$ cat src/design/abs_pkg.sv
`default_nettype none
package abs_pkg;

   // message layout: five 32-bit words, one per lane
   localparam int MAX_BYTES  = 20;
   localparam int LANE_BYTES = 4;
   localparam int LANES      = MAX_BYTES / LANE_BYTES;
   localparam int LANE_W     = 8 * LANE_BYTES;
   localparam int LANE_SUM_W = 10;   // 4 * 255 fits in 10 bits
   localparam int CHECK_W    = 14;
   localparam int TIMEOUT_W  = 16;
   localparam int CSR_DATA_W = 32;
   localparam int CSR_ADDR_W = 3;

   localparam logic [TIMEOUT_W-1:0] DEF_TIMEOUT = 16'd15;
   localparam int DEF_QUEUE_DEPTH   = 16;
   localparam int DEF_PAYLOAD_BYTES = 20;

   // register index, taken from paddr[2]
   localparam logic CSR_IDX_TIMEOUT = 1'b0;

   typedef enum logic [1:0] {
      REQ_MSG  = 2'd0,
      REQ_ACK  = 2'd1,
      REQ_TICK = 2'd2
   } abs_req_kind_type;

   typedef logic [LANES-1:0][LANE_W-1:0] abs_payload_type;

   typedef struct packed {
      logic push;     // append at tail
      logic rotate;   // replace head entry, advance head
   } abs_queue_ctl_type;

   typedef struct packed {
      logic empty;
      logic full;
   } abs_queue_sts_type;

endpackage
`default_nettype wire

$ cat src/design/abs_if.sv
`default_nettype none
interface abs_req_if;
   logic        valid;
   logic        ready;
   logic [1:0]  req_type;
   logic [63:0] msg_bytes_lo;
   logic [63:0] msg_bytes_mid;
   logic [31:0] msg_bytes_hi;
   logic        ack_number;

   modport source (output valid, req_type, msg_bytes_lo, msg_bytes_mid, msg_bytes_hi,
                   ack_number, input ready);
   modport sink   (input valid, req_type, msg_bytes_lo, msg_bytes_mid, msg_bytes_hi,
                   ack_number, output ready);
endinterface

interface abs_rsp_if;
   logic               valid;
   logic               ready;
   logic               pkt_seq;
   logic [63:0]        pkt_bytes_lo;
   logic [63:0]        pkt_bytes_mid;
   logic [31:0]        pkt_bytes_hi;
   logic signed [13:0] pkt_checksum;
   logic               is_resend;
   logic               msg_dropped;

   modport source (output valid, pkt_seq, pkt_bytes_lo, pkt_bytes_mid, pkt_bytes_hi,
                   pkt_checksum, is_resend, msg_dropped, input ready);
   modport sink   (input valid, pkt_seq, pkt_bytes_lo, pkt_bytes_mid, pkt_bytes_hi,
                   pkt_checksum, is_resend, msg_dropped, output ready);
endinterface
`default_nettype wire

$ cat src/design/abs_lane.sv
`default_nettype none
module abs_lane
   import abs_pkg::*;
#(
   parameter int LANE_INDEX    = 0,
   parameter int PAYLOAD_BYTES = DEF_PAYLOAD_BYTES
) (
   input  wire logic [LANE_W-1:0]     msg_word,
   input  wire logic [LANE_W-1:0]     queued_word,
   input  wire logic                  use_queued,
   output logic      [LANE_W-1:0]     masked_word,
   output logic      [LANE_W-1:0]     sel_word,
   output logic      [LANE_SUM_W-1:0] lane_sum
);

   // zero bytes past the payload length
   always_comb begin
      for (int b = 0; b < LANE_BYTES; b++) begin
         if (LANE_INDEX * LANE_BYTES + b < PAYLOAD_BYTES) begin
            masked_word[8*b +: 8] = msg_word[8*b +: 8];
         end else begin
            masked_word[8*b +: 8] = 8'd0;
         end
      end
   end

   // queued entries are stored already masked
   assign sel_word = use_queued ? queued_word : masked_word;

   // byte sum of the selected word
   always_comb begin
      lane_sum = '0;
      for (int b = 0; b < LANE_BYTES; b++) begin
         lane_sum = lane_sum + LANE_SUM_W'(sel_word[8*b +: 8]);
      end
   end

endmodule
`default_nettype wire

$ cat src/design/abs_merge.sv
`default_nettype none
module abs_merge
   import abs_pkg::*;
(
   input  wire logic [LANES-1:0][LANE_SUM_W-1:0] lane_sums,
   input  wire logic                             seq,
   output logic      [CHECK_W-1:0]               check
);

   // byte sum + seq - 1, wrapped to the checksum width
   always_comb begin
      check = CHECK_W'(seq) - CHECK_W'(1);
      for (int l = 0; l < LANES; l++) begin
         check = check + CHECK_W'(lane_sums[l]);
      end
   end

endmodule
`default_nettype wire

$ cat src/design/abs_queue.sv
`default_nettype none
module abs_queue
   import abs_pkg::*;
#(
   parameter int QUEUE_DEPTH = DEF_QUEUE_DEPTH
) (
   input  wire logic              clock,
   input  wire logic              reset,
   input  wire abs_queue_ctl_type ctl,
   input  wire abs_payload_type   wr_data,
   output abs_queue_sts_type      sts,
   output abs_payload_type        head_data
);

   localparam int AW = (QUEUE_DEPTH > 1) ? $clog2(QUEUE_DEPTH) : 1;
   localparam int CW = $clog2(QUEUE_DEPTH + 1);
   localparam logic [AW-1:0] LAST = AW'(QUEUE_DEPTH - 1);
   localparam logic [AW:0]   DEPTH_X = (AW+1)'(QUEUE_DEPTH);

   abs_payload_type mem [QUEUE_DEPTH];

   logic [AW-1:0]   head_ff, head_in;
   logic [CW-1:0]   count_ff, count_in;
   abs_payload_type head_data_ff;
   logic [AW:0]     tail_sum;
   logic [AW-1:0]   tail;
   logic [AW-1:0]   wr_addr;
   logic            wr_en;

   // tail = head + count, wrapped once
   assign tail_sum = {1'b0, head_ff} + (AW+1)'(count_ff);
   assign tail     = (tail_sum >= DEPTH_X) ? AW'(tail_sum - DEPTH_X) : tail_sum[AW-1:0];

   assign wr_en   = ctl.push | ctl.rotate;
   assign wr_addr = ctl.rotate ? head_ff : tail;

   // pointer and count update
   always_comb begin
      head_in  = head_ff;
      count_in = count_ff;
      if (ctl.rotate) begin
         head_in = (head_ff == LAST) ? '0 : head_ff + AW'(1);
      end
      if (ctl.push) begin
         count_in = count_ff + CW'(1);
      end
   end

   always_ff @(posedge clock) begin
      if (reset) begin
         head_ff  <= '0;
         count_ff <= '0;
      end else begin
         head_ff  <= head_in;
         count_ff <= count_in;
      end
   end

   // storage; head entry prefetched each cycle, with write forwarding
   always_ff @(posedge clock) begin
      if (wr_en) begin
         mem[wr_addr] <= wr_data;
      end
      if (wr_en && (wr_addr == head_in)) begin
         head_data_ff <= wr_data;
      end else begin
         head_data_ff <= mem[head_in];
      end
   end

   assign head_data = head_data_ff;
   assign sts.empty = (count_ff == '0);
   assign sts.full  = (count_ff == CW'(QUEUE_DEPTH));

endmodule
`default_nettype wire

$ cat src/design/alternating_bit_sender_unit.sv
// Latency: a result is valid in the cycle after the transaction that causes it.
// Throughput: one transaction per cycle; the output register lets a new item in
// while a result is taken in the same cycle. The input stalls only while a result
// waits in the output register and rsp ready is low.
// The checksum is a combinational sum over five byte lanes and a merge adder.
// Reset (synchronous, active high): sender idle, sequence bit 0, timer stopped,
// queue empty, timeout register 15. No clearing pass.
`default_nettype none
module alternating_bit_sender_unit
   import abs_pkg::*;
#(
   parameter int QUEUE_DEPTH   = DEF_QUEUE_DEPTH,
   parameter int PAYLOAD_BYTES = DEF_PAYLOAD_BYTES
) (
   input  wire logic                  clock,
   input  wire logic                  reset,
   abs_req_if.sink                    req_ch,
   abs_rsp_if.source                  rsp_ch,
   input  wire logic                  csr_psel,
   input  wire logic                  csr_penable,
   input  wire logic                  csr_pwrite,
   input  wire logic [CSR_ADDR_W-1:0] csr_paddr,
   input  wire logic [CSR_DATA_W-1:0] csr_pwdata,
   output logic      [CSR_DATA_W-1:0] csr_prdata,
   output logic                       csr_pready
);

   // control state
   logic                 seq_ff, seq_in;
   logic                 acked_ff, acked_in;
   logic [TIMEOUT_W-1:0] timer_left_ff, timer_left_in;
   logic                 timer_on_ff, timer_on_in;
   logic [TIMEOUT_W-1:0] timeout_ff;

   // held packet
   abs_payload_type      held_payload_ff, held_payload_in;
   logic [CHECK_W-1:0]   held_check_ff, held_check_in;

   // output register
   logic                 out_valid_ff, out_valid_in;
   logic                 out_seq_ff, out_seq_in;
   abs_payload_type      out_payload_ff, out_payload_in;
   logic [CHECK_W-1:0]   out_check_ff, out_check_in;
   logic                 out_resend_ff, out_resend_in;
   logic                 out_drop_ff, out_drop_in;

   logic                 accept;
   abs_payload_type      msg_words, msg_masked, sel_payload, queue_head;
   logic [LANES-1:0][LANE_SUM_W-1:0] lane_sums;
   logic [CHECK_W-1:0]   new_check;
   logic [TIMEOUT_W-1:0] start_value;
   abs_queue_ctl_type    q_ctl;
   abs_queue_sts_type    q_sts;
   logic                 csr_wr;

   // csr port
   assign csr_pready = 1'b1;
   assign csr_wr     = csr_psel & csr_penable & csr_pwrite;
   assign csr_prdata = (csr_paddr[2] == CSR_IDX_TIMEOUT) ?
                       {{(CSR_DATA_W-TIMEOUT_W){1'b0}}, timeout_ff} : '0;

   always_ff @(posedge clock) begin
      if (reset) begin
         timeout_ff <= DEF_TIMEOUT;
      end else if (csr_wr && (csr_paddr[2] == CSR_IDX_TIMEOUT)) begin
         timeout_ff <= csr_pwdata[TIMEOUT_W-1:0];
      end
   end

   assign start_value = (timeout_ff == '0) ? TIMEOUT_W'(1) : timeout_ff;

   // input handshake
   assign req_ch.ready = ~out_valid_ff | rsp_ch.ready;
   assign accept       = req_ch.valid & req_ch.ready;

   // message split into lane words
   assign msg_words[0] = req_ch.msg_bytes_lo[31:0];
   assign msg_words[1] = req_ch.msg_bytes_lo[63:32];
   assign msg_words[2] = req_ch.msg_bytes_mid[31:0];
   assign msg_words[3] = req_ch.msg_bytes_mid[63:32];
   assign msg_words[4] = req_ch.msg_bytes_hi;

   // byte lanes
   for (genvar l = 0; l < LANES; l++) begin : g_lane
      abs_lane #(
         .LANE_INDEX    (l),
         .PAYLOAD_BYTES (PAYLOAD_BYTES)
      ) u_lane (
         .msg_word    (msg_words[l]),
         .queued_word (queue_head[l]),
         .use_queued  (~q_sts.empty),
         .masked_word (msg_masked[l]),
         .sel_word    (sel_payload[l]),
         .lane_sum    (lane_sums[l])
      );
   end

   abs_merge u_merge (
      .lane_sums (lane_sums),
      .seq       (seq_ff),
      .check     (new_check)
   );

   abs_queue #(
      .QUEUE_DEPTH (QUEUE_DEPTH)
   ) u_queue (
      .clock     (clock),
      .reset     (reset),
      .ctl       (q_ctl),
      .wr_data   (msg_masked),
      .sts       (q_sts),
      .head_data (queue_head)
   );

   // transaction handling
   always_comb begin
      seq_in          = seq_ff;
      acked_in        = acked_ff;
      timer_left_in   = timer_left_ff;
      timer_on_in     = timer_on_ff;
      held_payload_in = held_payload_ff;
      held_check_in   = held_check_ff;
      q_ctl           = '0;
      out_valid_in    = out_valid_ff & ~rsp_ch.ready;
      out_seq_in      = out_seq_ff;
      out_payload_in  = out_payload_ff;
      out_check_in    = out_check_ff;
      out_resend_in   = out_resend_ff;
      out_drop_in     = out_drop_ff;
      if (accept) begin
         case (req_ch.req_type)
            REQ_MSG: begin
               if (acked_ff) begin
                  // idle: send oldest queued message, or this one
                  q_ctl.rotate    = ~q_sts.empty;
                  held_payload_in = sel_payload;
                  held_check_in   = new_check;
                  acked_in        = 1'b0;
                  timer_left_in   = start_value;
                  timer_on_in     = 1'b1;
                  out_valid_in    = 1'b1;
                  out_seq_in      = seq_ff;
                  out_payload_in  = sel_payload;
                  out_check_in    = new_check;
                  out_resend_in   = 1'b0;
                  out_drop_in     = 1'b0;
               end else if (q_sts.full) begin
                  out_valid_in   = 1'b1;
                  out_seq_in     = 1'b0;
                  out_payload_in = '0;
                  out_check_in   = '0;
                  out_resend_in  = 1'b0;
                  out_drop_in    = 1'b1;
               end else begin
                  q_ctl.push = 1'b1;
               end
            end
            REQ_ACK: begin
               if (!acked_ff && (req_ch.ack_number == seq_ff)) begin
                  acked_in      = 1'b1;
                  seq_in        = ~seq_ff;
                  timer_on_in   = 1'b0;
                  timer_left_in = '0;
               end
            end
            REQ_TICK: begin
               if (timer_on_ff) begin
                  if (timer_left_ff > TIMEOUT_W'(1)) begin
                     timer_left_in = timer_left_ff - TIMEOUT_W'(1);
                  end else begin
                     // timeout: resend held packet
                     timer_left_in  = start_value;
                     out_valid_in   = 1'b1;
                     out_seq_in     = seq_ff;
                     out_payload_in = held_payload_ff;
                     out_check_in   = held_check_ff;
                     out_resend_in  = 1'b1;
                     out_drop_in    = 1'b0;
                  end
               end
            end
            default: begin
            end
         endcase
      end
   end

   // control registers
   always_ff @(posedge clock) begin
      if (reset) begin
         seq_ff        <= 1'b0;
         acked_ff      <= 1'b1;
         timer_left_ff <= '0;
         timer_on_ff   <= 1'b0;
         out_valid_ff  <= 1'b0;
      end else begin
         seq_ff        <= seq_in;
         acked_ff      <= acked_in;
         timer_left_ff <= timer_left_in;
         timer_on_ff   <= timer_on_in;
         out_valid_ff  <= out_valid_in;
      end
   end

   // payload registers
   always_ff @(posedge clock) begin
      held_payload_ff <= held_payload_in;
      held_check_ff   <= held_check_in;
      out_seq_ff      <= out_seq_in;
      out_payload_ff  <= out_payload_in;
      out_check_ff    <= out_check_in;
      out_resend_ff   <= out_resend_in;
      out_drop_ff     <= out_drop_in;
   end

   // result channel
   assign rsp_ch.valid         = out_valid_ff;
   assign rsp_ch.pkt_seq       = out_seq_ff;
   assign rsp_ch.pkt_bytes_lo  = {out_payload_ff[1], out_payload_ff[0]};
   assign rsp_ch.pkt_bytes_mid = {out_payload_ff[3], out_payload_ff[2]};
   assign rsp_ch.pkt_bytes_hi  = out_payload_ff[4];
   assign rsp_ch.pkt_checksum  = out_check_ff;
   assign rsp_ch.is_resend     = out_resend_ff;
   assign rsp_ch.msg_dropped   = out_drop_ff;

endmodule
`default_nettype wire
$ cat src/flat_wrapper.sv
// flat-port wrapper written by rule: the top's interface ports become plain ports
module alternating_bit_sender_unit_flat import abs_pkg::*;
#(
   parameter int QUEUE_DEPTH   = DEF_QUEUE_DEPTH,
   parameter int PAYLOAD_BYTES = DEF_PAYLOAD_BYTES
)
  (clock, reset, csr_psel, csr_penable, csr_pwrite, csr_paddr, csr_pwdata, csr_prdata, csr_pready, req_ch_valid, req_ch_req_type, req_ch_msg_bytes_lo, req_ch_msg_bytes_mid, req_ch_msg_bytes_hi, req_ch_ack_number, req_ch_ready, rsp_ch_valid, rsp_ch_pkt_seq, rsp_ch_pkt_bytes_lo, rsp_ch_pkt_bytes_mid, rsp_ch_pkt_bytes_hi, rsp_ch_pkt_checksum, rsp_ch_is_resend, rsp_ch_msg_dropped, rsp_ch_ready);
  abs_req_if req_ch_i ();
  abs_rsp_if rsp_ch_i ();
  input  wire logic clock;
  input  wire logic reset;
  input  wire logic csr_psel;
  input  wire logic csr_penable;
  input  wire logic csr_pwrite;
  input  wire logic [CSR_ADDR_W-1:0] csr_paddr;
  input  wire logic [CSR_DATA_W-1:0] csr_pwdata;
  output logic      [CSR_DATA_W-1:0] csr_prdata;
  output logic csr_pready;
  input wire logic [$bits(req_ch_i.valid)-1:0] req_ch_valid;
  input wire logic [$bits(req_ch_i.req_type)-1:0] req_ch_req_type;
  input wire logic [$bits(req_ch_i.msg_bytes_lo)-1:0] req_ch_msg_bytes_lo;
  input wire logic [$bits(req_ch_i.msg_bytes_mid)-1:0] req_ch_msg_bytes_mid;
  input wire logic [$bits(req_ch_i.msg_bytes_hi)-1:0] req_ch_msg_bytes_hi;
  input wire logic [$bits(req_ch_i.ack_number)-1:0] req_ch_ack_number;
  output wire logic [$bits(req_ch_i.ready)-1:0] req_ch_ready;
  output wire logic [$bits(rsp_ch_i.valid)-1:0] rsp_ch_valid;
  output wire logic [$bits(rsp_ch_i.pkt_seq)-1:0] rsp_ch_pkt_seq;
  output wire logic [$bits(rsp_ch_i.pkt_bytes_lo)-1:0] rsp_ch_pkt_bytes_lo;
  output wire logic [$bits(rsp_ch_i.pkt_bytes_mid)-1:0] rsp_ch_pkt_bytes_mid;
  output wire logic [$bits(rsp_ch_i.pkt_bytes_hi)-1:0] rsp_ch_pkt_bytes_hi;
  output wire logic [$bits(rsp_ch_i.pkt_checksum)-1:0] rsp_ch_pkt_checksum;
  output wire logic [$bits(rsp_ch_i.is_resend)-1:0] rsp_ch_is_resend;
  output wire logic [$bits(rsp_ch_i.msg_dropped)-1:0] rsp_ch_msg_dropped;
  input wire logic [$bits(rsp_ch_i.ready)-1:0] rsp_ch_ready;
  assign req_ch_i.valid = req_ch_valid;
  assign req_ch_i.req_type = req_ch_req_type;
  assign req_ch_i.msg_bytes_lo = req_ch_msg_bytes_lo;
  assign req_ch_i.msg_bytes_mid = req_ch_msg_bytes_mid;
  assign req_ch_i.msg_bytes_hi = req_ch_msg_bytes_hi;
  assign req_ch_i.ack_number = req_ch_ack_number;
  assign req_ch_ready = req_ch_i.ready;
  assign rsp_ch_valid = rsp_ch_i.valid;
  assign rsp_ch_pkt_seq = rsp_ch_i.pkt_seq;
  assign rsp_ch_pkt_bytes_lo = rsp_ch_i.pkt_bytes_lo;
  assign rsp_ch_pkt_bytes_mid = rsp_ch_i.pkt_bytes_mid;
  assign rsp_ch_pkt_bytes_hi = rsp_ch_i.pkt_bytes_hi;
  assign rsp_ch_pkt_checksum = rsp_ch_i.pkt_checksum;
  assign rsp_ch_is_resend = rsp_ch_i.is_resend;
  assign rsp_ch_msg_dropped = rsp_ch_i.msg_dropped;
  assign rsp_ch_i.ready = rsp_ch_ready;
  alternating_bit_sender_unit #(.QUEUE_DEPTH(QUEUE_DEPTH), .PAYLOAD_BYTES(PAYLOAD_BYTES)) u_core (.clock(clock), .reset(reset), .req_ch(req_ch_i), .rsp_ch(rsp_ch_i), .csr_psel(csr_psel), .csr_penable(csr_penable), .csr_pwrite(csr_pwrite), .csr_paddr(csr_paddr), .csr_pwdata(csr_pwdata), .csr_prdata(csr_prdata), .csr_pready(csr_pready));
endmodule
$ cat config.mk
export PLATFORM = sky130hd
export DESIGN_NAME = alternating_bit_sender_unit_flat
export DESIGN_NICKNAME = d
export VERILOG_FILES = /design/src/design/abs_pkg.sv /design/src/design/abs_if.sv /design/src/design/abs_lane.sv /design/src/design/abs_merge.sv /design/src/design/abs_queue.sv /design/src/design/alternating_bit_sender_unit.sv /design/src/flat_wrapper.sv
export SDC_FILE = /design/constraint.sdc
export NUM_CORES = 2
export LEC_CHECK = 0
export BUFFER_PORTS_ARGS = -buffer_cell sky130_fd_sc_hd__buf_2
export CAP_MARGIN = 5
export CORE_UTILIZATION = 45
export DETAILED_ROUTE_END_ITERATION = 6
export REMOVE_ABC_BUFFERS = 1
export SLEW_MARGIN = 10
export SYNTH_ARGS = -nofsm -noshare
export SYNTH_HDL_FRONTEND = slang
export SYNTH_HIERARCHICAL = 1
export SYNTH_SLANG_ARGS = --single-unit
$ cat constraint.sdc
create_clock -name clock -period 28.4 [get_ports clock]
set_clock_uncertainty 0.05 [all_clocks]
set_input_delay 2.84 -clock clock [delete_from_list [all_inputs] [get_ports clock]]
set_output_delay 2.84 -clock clock [all_outputs]
set_load 0.01 [all_outputs]
== Word-level counts from Yosys, hierarchy flattened ==
Memory sizes are Yosys's and may differ from the RTL's. A register that Yosys moved wholly into a read port is not among the register bits.
Cells that the tools add are included.

* Register bits: 396
* RAM bits: 2,560
* Memories kept: 1

* Add/subtract/negate cells: 26
* $lt $le $gt $ge: 2
* Multiplexer cells: 58
* Bitwise logic cells: 11
* Eq/ne operators: 10
* Reductions and logical operators: 15

{| class="wikitable"
|+ Memory list
! name !! words !! width !! rd ports !! clocked after Yosys merged registers in !! wr ports !! line !! source
|-
| u_core.u_queue.mem || 16 || 160 || 1 || 1 || 1 || abs_queue.sv:20 || <nowiki>abs_payload_type mem [QUEUE_DEPTH];</nowiki>
|}

{| class="wikitable"
|+ Operators with widths
! cell !! number
|-
| $mux W160 || 4
|-
| $pmux W160 S2 || 1
|-
| $mux W32 || 5
|-
| $mux W16 || 6
|-
| $add A14 B10 Y14 || 5
|-
| $mux W14 || 4
|-
| $add A10 B8 Y10 || 5
|-
| $add A9 B8 Y10 || 5
|-
| $pmux W16 S3 || 1
|-
| $add A8 B8 Y9 || 5
|-
| $pmux W14 S2 || 1
|-
| $mux W1 || 24
|-
| $gt A16 B1 Y1 const B || 1
|-
| $logic_not A16 Y1 || 1
|-
| $mux W4 || 4
|-
| $sub A16 B1 Y16 const B || 1
|-
| $pmux W1 S2 || 6
|-
| $reduce_and A5 Y1 || 2
|-
| $reduce_and A3 Y1 || 3
|-
| $ne A2 B1 Y1 const B || 3
|-
| $add A4 B5 Y5 || 1
|-
| $add A5 B1 Y5 const B || 1
|-
| $eq A5 B5 Y1 const B || 1
|-
| $ge A5 B5 Y1 const B || 1
|-
| 20 further kinds || 31
|}

== Logic depth before layout (Yosys ltp) ==
* Depth after elaboration: 12
* Depth in mapped cells: 36
* Depth with buffers taken out: 34

== Hierarchy ==
Netlist, hierarchy kept.

{| class="wikitable"
|+ Modules (own cells, without submodules)
! module !! area each (sq um) !! cells each !! instances
|-
| abs_queue || 96,287.3 || 4,015 || 1
|-
| alternating_bit_sender_unit || 14,552.7 || 859 || 1
|-
| abs_lane || 1,430.1 || 164 || 5
|-
| abs_merge || 1,940.6 || 242 || 1
|}

== Worst setup path before layout ==
OpenSTA, ideal clock, no wires.

* Kind: input to register
* Start: input rsp_ch_ready
* End: memory u_core/u_queue/mem[13][0] (netlist bit), enable pin
* Slack: 12.292 ns
* Data arrival time: 15.376 ns
* Buffers on the path: 1
* Stages on the path: 9
* Cells stage by stage: nand2b_1 and2_1 and3_1 and2_1 clkbuf_1 nor3b_1 mux2_2 o211a_1 nor2_1

{| class="wikitable"
|+ RTL lines
! what !! line !! source
|-
| start: declaration || flat_wrapper.sv:34 || <nowiki>input wire logic [$bits(rsp_ch_i.ready)-1:0] rsp_ch_ready;</nowiki>
|-
| end: declaration || abs_queue.sv:20 ||
|}

==> flow_summary.yaml <==
synthesis:
  syn_area_um2: 119900
  yosys_warnings: 6
  yosysSeqAreaShare_pct: 73.70
  synthMuxAreaShare_pct: 13.67
  yosys.area_share.simple_pct: 2.043
  ys.flop_type: "edfxtp_1"
  synth_cell_types: 84
  synth_fa_ha_area_share_pct: 2.604
  synth_top_family_by_area: "multiplexers"
  syn_inst: 5936
  synth_top_area_share_pct: 72.89
  synth_xor_area_share_pct: 0.5185
  ys_ff_latch: 2960
  synth-async-reset-ratio_pct: 0
  synth_top_cells_by_area: "edfxtp_1, mux4_2, a22oi_1"
  synth_edf_count: 2911
  synth_compound_area_share_pct: 4.637
  avgSynthCellArea_um2: 20.20
  synth_top_area_cell: "edfxtp_1"
cts:
  insertion_delay_ns: 0.97
  clock-root-buffer: "clkbuf_16"
  cts_buffers: 323
  cts_setup_buffers: 0
  cts_hold_buf: 0
  post_cts_resize_count: 0
  clk_pin_slew_ns: 0.06
  cts_tree: "done"
  clock_path_buffers: 4
  clock_sinks: 2960
  h-tree-depth: 5
placed_design:
  post-place-ws_ns: 15.62
  io_buffers: 381
  dp_hpwl_um: 179300
  place_area_um2: 124800
  finalWeightedCongestion: 0.7990
detailed_routing:
  dr_wl_met3_um: 23410
  first_pass_iters: 7
  routed_wirelength_um: 319300
  met2_length_um: 154600
  top_layer: "met5"
  detail_route.iter0.violations: 6439
  avgRoutedWirePerCell_um: 31.59
  drc: 147
  met1_length_um: 132600
  antenna_left: 0
  via_per_inst: 6.023
  num_vias: 60870
pwr:
  powerDensity_nw_per_um2: 90.02
  switching_share_pct: 30.19
  p_seq_share_pct: 41.7
  p_int_uw: 8467
  p_comb_share_pct: 25.7
  ir_worst_vdd_uv: 358.8
  p_switching_uw: 3662
  p_clk_share_pct: 32.6
  p_leak_uw: 0.04330
global_routing:
  grt_pass1_vias: 61370
  antenna_found_initial: 84
  grt_overflow: 0
  grt_max_degree: 131
  grt.total_usage_pct: 23.59
  grt_pass1_wl_um: 451300
outcome:
  outcome: "complete, but fails checks"
  violations: "DRC"
critical_path:
  path_common_cell: "inv_1"
  reg2reg_depth: 33
  crit_fanout: 84
  reg2reg_setup_slack_ns: 15.76
  cp.arrival_ns: 13.31
  r2r-end: "u_core/rsp_ch.pkt_checksum[13]$_DFFE_PP_"
  endpoint_kind: "flop"
  cpMaxStageDelayCell: "buf_4"
  worstPathRequired_ns: 29.07
  worstSetupPathType: "flop to flop"
  critPathLaunchType: "flop"
  crit_path_max_incr_delay_ns: 0.82
hold_path:
  hp-class: "flop to flop"
  holdPathStages: 1
  hp-start: "u_core/timer_left_ff[10]$_SDFFE_PP0P_"
  whs_endpoint: "u_core/timer_left_ff[10]$_SDFFE_PP0P_"
sta:
  hold_viol: 0
  clock.fmax_mhz: 79.10
  setup_ws_ns: 15.76
  rsz0062_at_grt: "false"
  period_share_pct: 44.52
  worst_pin_slew_ns: 1.122
  final-max-slew-violation-count: 0
  slew-limit-headroom_pct: 25.00
  setup_viol: 0
  period_needed_ns: 12.64
  hold_slack_ns: 0.4391
layout:
  mostFrequentLayoutCell: "edfxtp_1"
  design_area_um2: 134800
  layout.nets: 6724
  fill_cells: 21210
  area_growth_pct: 12.36
  layout_common_cells: "edfxtp_1, mux4_2, buf_2"
  layout-drive-gt1-share_pct: 27.17
  postLayoutCoreUtil_pct: 50.83
die:
  core_um2: 265100
  initial_core_util_pct: 45.24
  die_x_um: 518.3
  die_area_um2: 268600
  dieHeight_um: 518.3
  ios: 417
  num_rows: 189
run:
  drv_cap: 0
## worst max-delay path, delay by kind of cell (launching register included)
| family | cells | cell delay (ns) |
|---|---|---|
| adder cells (fa/ha/maj) | 7 | 3.27 |
| multiplexers | 2 | 0.94 |
| AND/OR/NAND/NOR | 3 | 0.46 |
| AO/OA/AOI/OAI | 9 | 2.13 |
| flip-flops | 1 | 0.57 |
| buffers and inverters | 10 | 3.74 |
| XOR/XNOR | 2 | 0.87 |
## worst max path at each step
stage,startpoint,endpoint,slack (ns),cells past startpoint
global placement,flop,u_core/rsp_ch.pkt_checksum[13]$_DFFE_PP_,15.66,33
global route,flop,u_core/rsp_ch.pkt_checksum[13]$_DFFE_PP_,15.05,33
finish,flop,u_core/rsp_ch.pkt_checksum[13]$_DFFE_PP_,15.76,33
detailed placement,flop,u_core/rsp_ch.pkt_checksum[13]$_DFFE_PP_,15.62,33
CTS,flop,u_core/rsp_ch.pkt_checksum[13]$_DFFE_PP_,15.60,33
floorplan,flop,u_core/rsp_ch.pkt_checksum[13]$_DFFE_PP_,-5.49,31
## cell usage after synthesis, types with 43 or more instances
| master | count |
|---|---|
| nand2_1 | 214 |
| o22ai_1 | 78 |
| a22o_1 | 174 |
| a22oi_1 | 244 |
| o21ai_0 | 43 |
| xnor2_1 | 43 |
| buf_2 | 77 |
| inv_1 | 153 |
| nor2b_1 | 45 |
| buf_4 | 193 |
| ha_1 | 120 |
| mux2_2 | 152 |
| clkbuf_1 | 134 |
| edfxtp_1 | 2911 |
| dfxtp_1 | 49 |
| a21oi_1 | 88 |
| mux4_2 | 640 |
| nor2_1 | 100 |
| fa_1 | 81 |
## metal layers
| metal | global-route usage [%] | vias up |
|---|---|---|
| li1 | - | 25090 |
| met1 | 33.06 | 32800 |
| met2 | 38.24 | 2409 |
| met3 | 4.226 | 516 |
| met4 | 6.136 | 54 |
| met5 | 0 | - |
## through the flow
stage | power [µW] | TNS (ns) | cells
finish | 12130 | 0 | 10110
global route | 12650 | 0 | 10090
CTS | 12250 | 0 | 10080
detailed placement | 8300 | 0 | 9526
global placement | 8245 | 0 | 9526
floorplan | 7144 | -121.02 | 5487
## state kept, by name (all words and copies together), names as in the netlist, 4 cells and up, named ones only
signal / cells
u_core/u_queue/mem: 2560
u_core/timeout_ff: 16
u_core/rsp_ch.pkt_bytes_mid: 64
u_core/timer_left_ff: 16
u_core/rsp_ch.pkt_checksum: 14
u_core/held_check_ff: 14
u_core/rsp_ch.pkt_bytes_hi: 32
u_core/u_queue/count_ff: 5
u_core/u_queue/head_ff: 4
u_core/rsp_ch.pkt_bytes_lo: 64
u_core/held_payload_ff: 160
## final cells by class
cell class                      count  area [µm²]  area share (%)
Inverter                          153       581.8          0.4318
Clock buffer                      396        8506           6.312
Sequential cell                  2960       88410           65.61
Multi-Input combinational cell   2374       28400           21.08
Tap cell                         3533        4420           3.280
Antenna cell                       26       65.06         0.04828
Clock inverter                    159        1340          0.9944
Timing Repair Buffer              506        3033           2.251
## kinds of logic after synthesis
logic type,after synthesis
simple gates,520
fa+ha+maj,201
compound gates,746
buf+inv,617
xor+xnor,71
mux,819
other cells,2
flops,2960
## power by group through the flow
stage | registers [µW] | logic [µW] | clock network (µW)
floorplan | 5150 | 1990 | 0
global placement | 5150 | 3100 | 0
detailed placement | 5150 | 3150 | 0
CTS | 5060 | 3160 | 4030
global route | 5060 | 3410 | 4180
finish | 5060 | 3110 | 3960
Note: power is estimated with default switching activity, not from simulation.
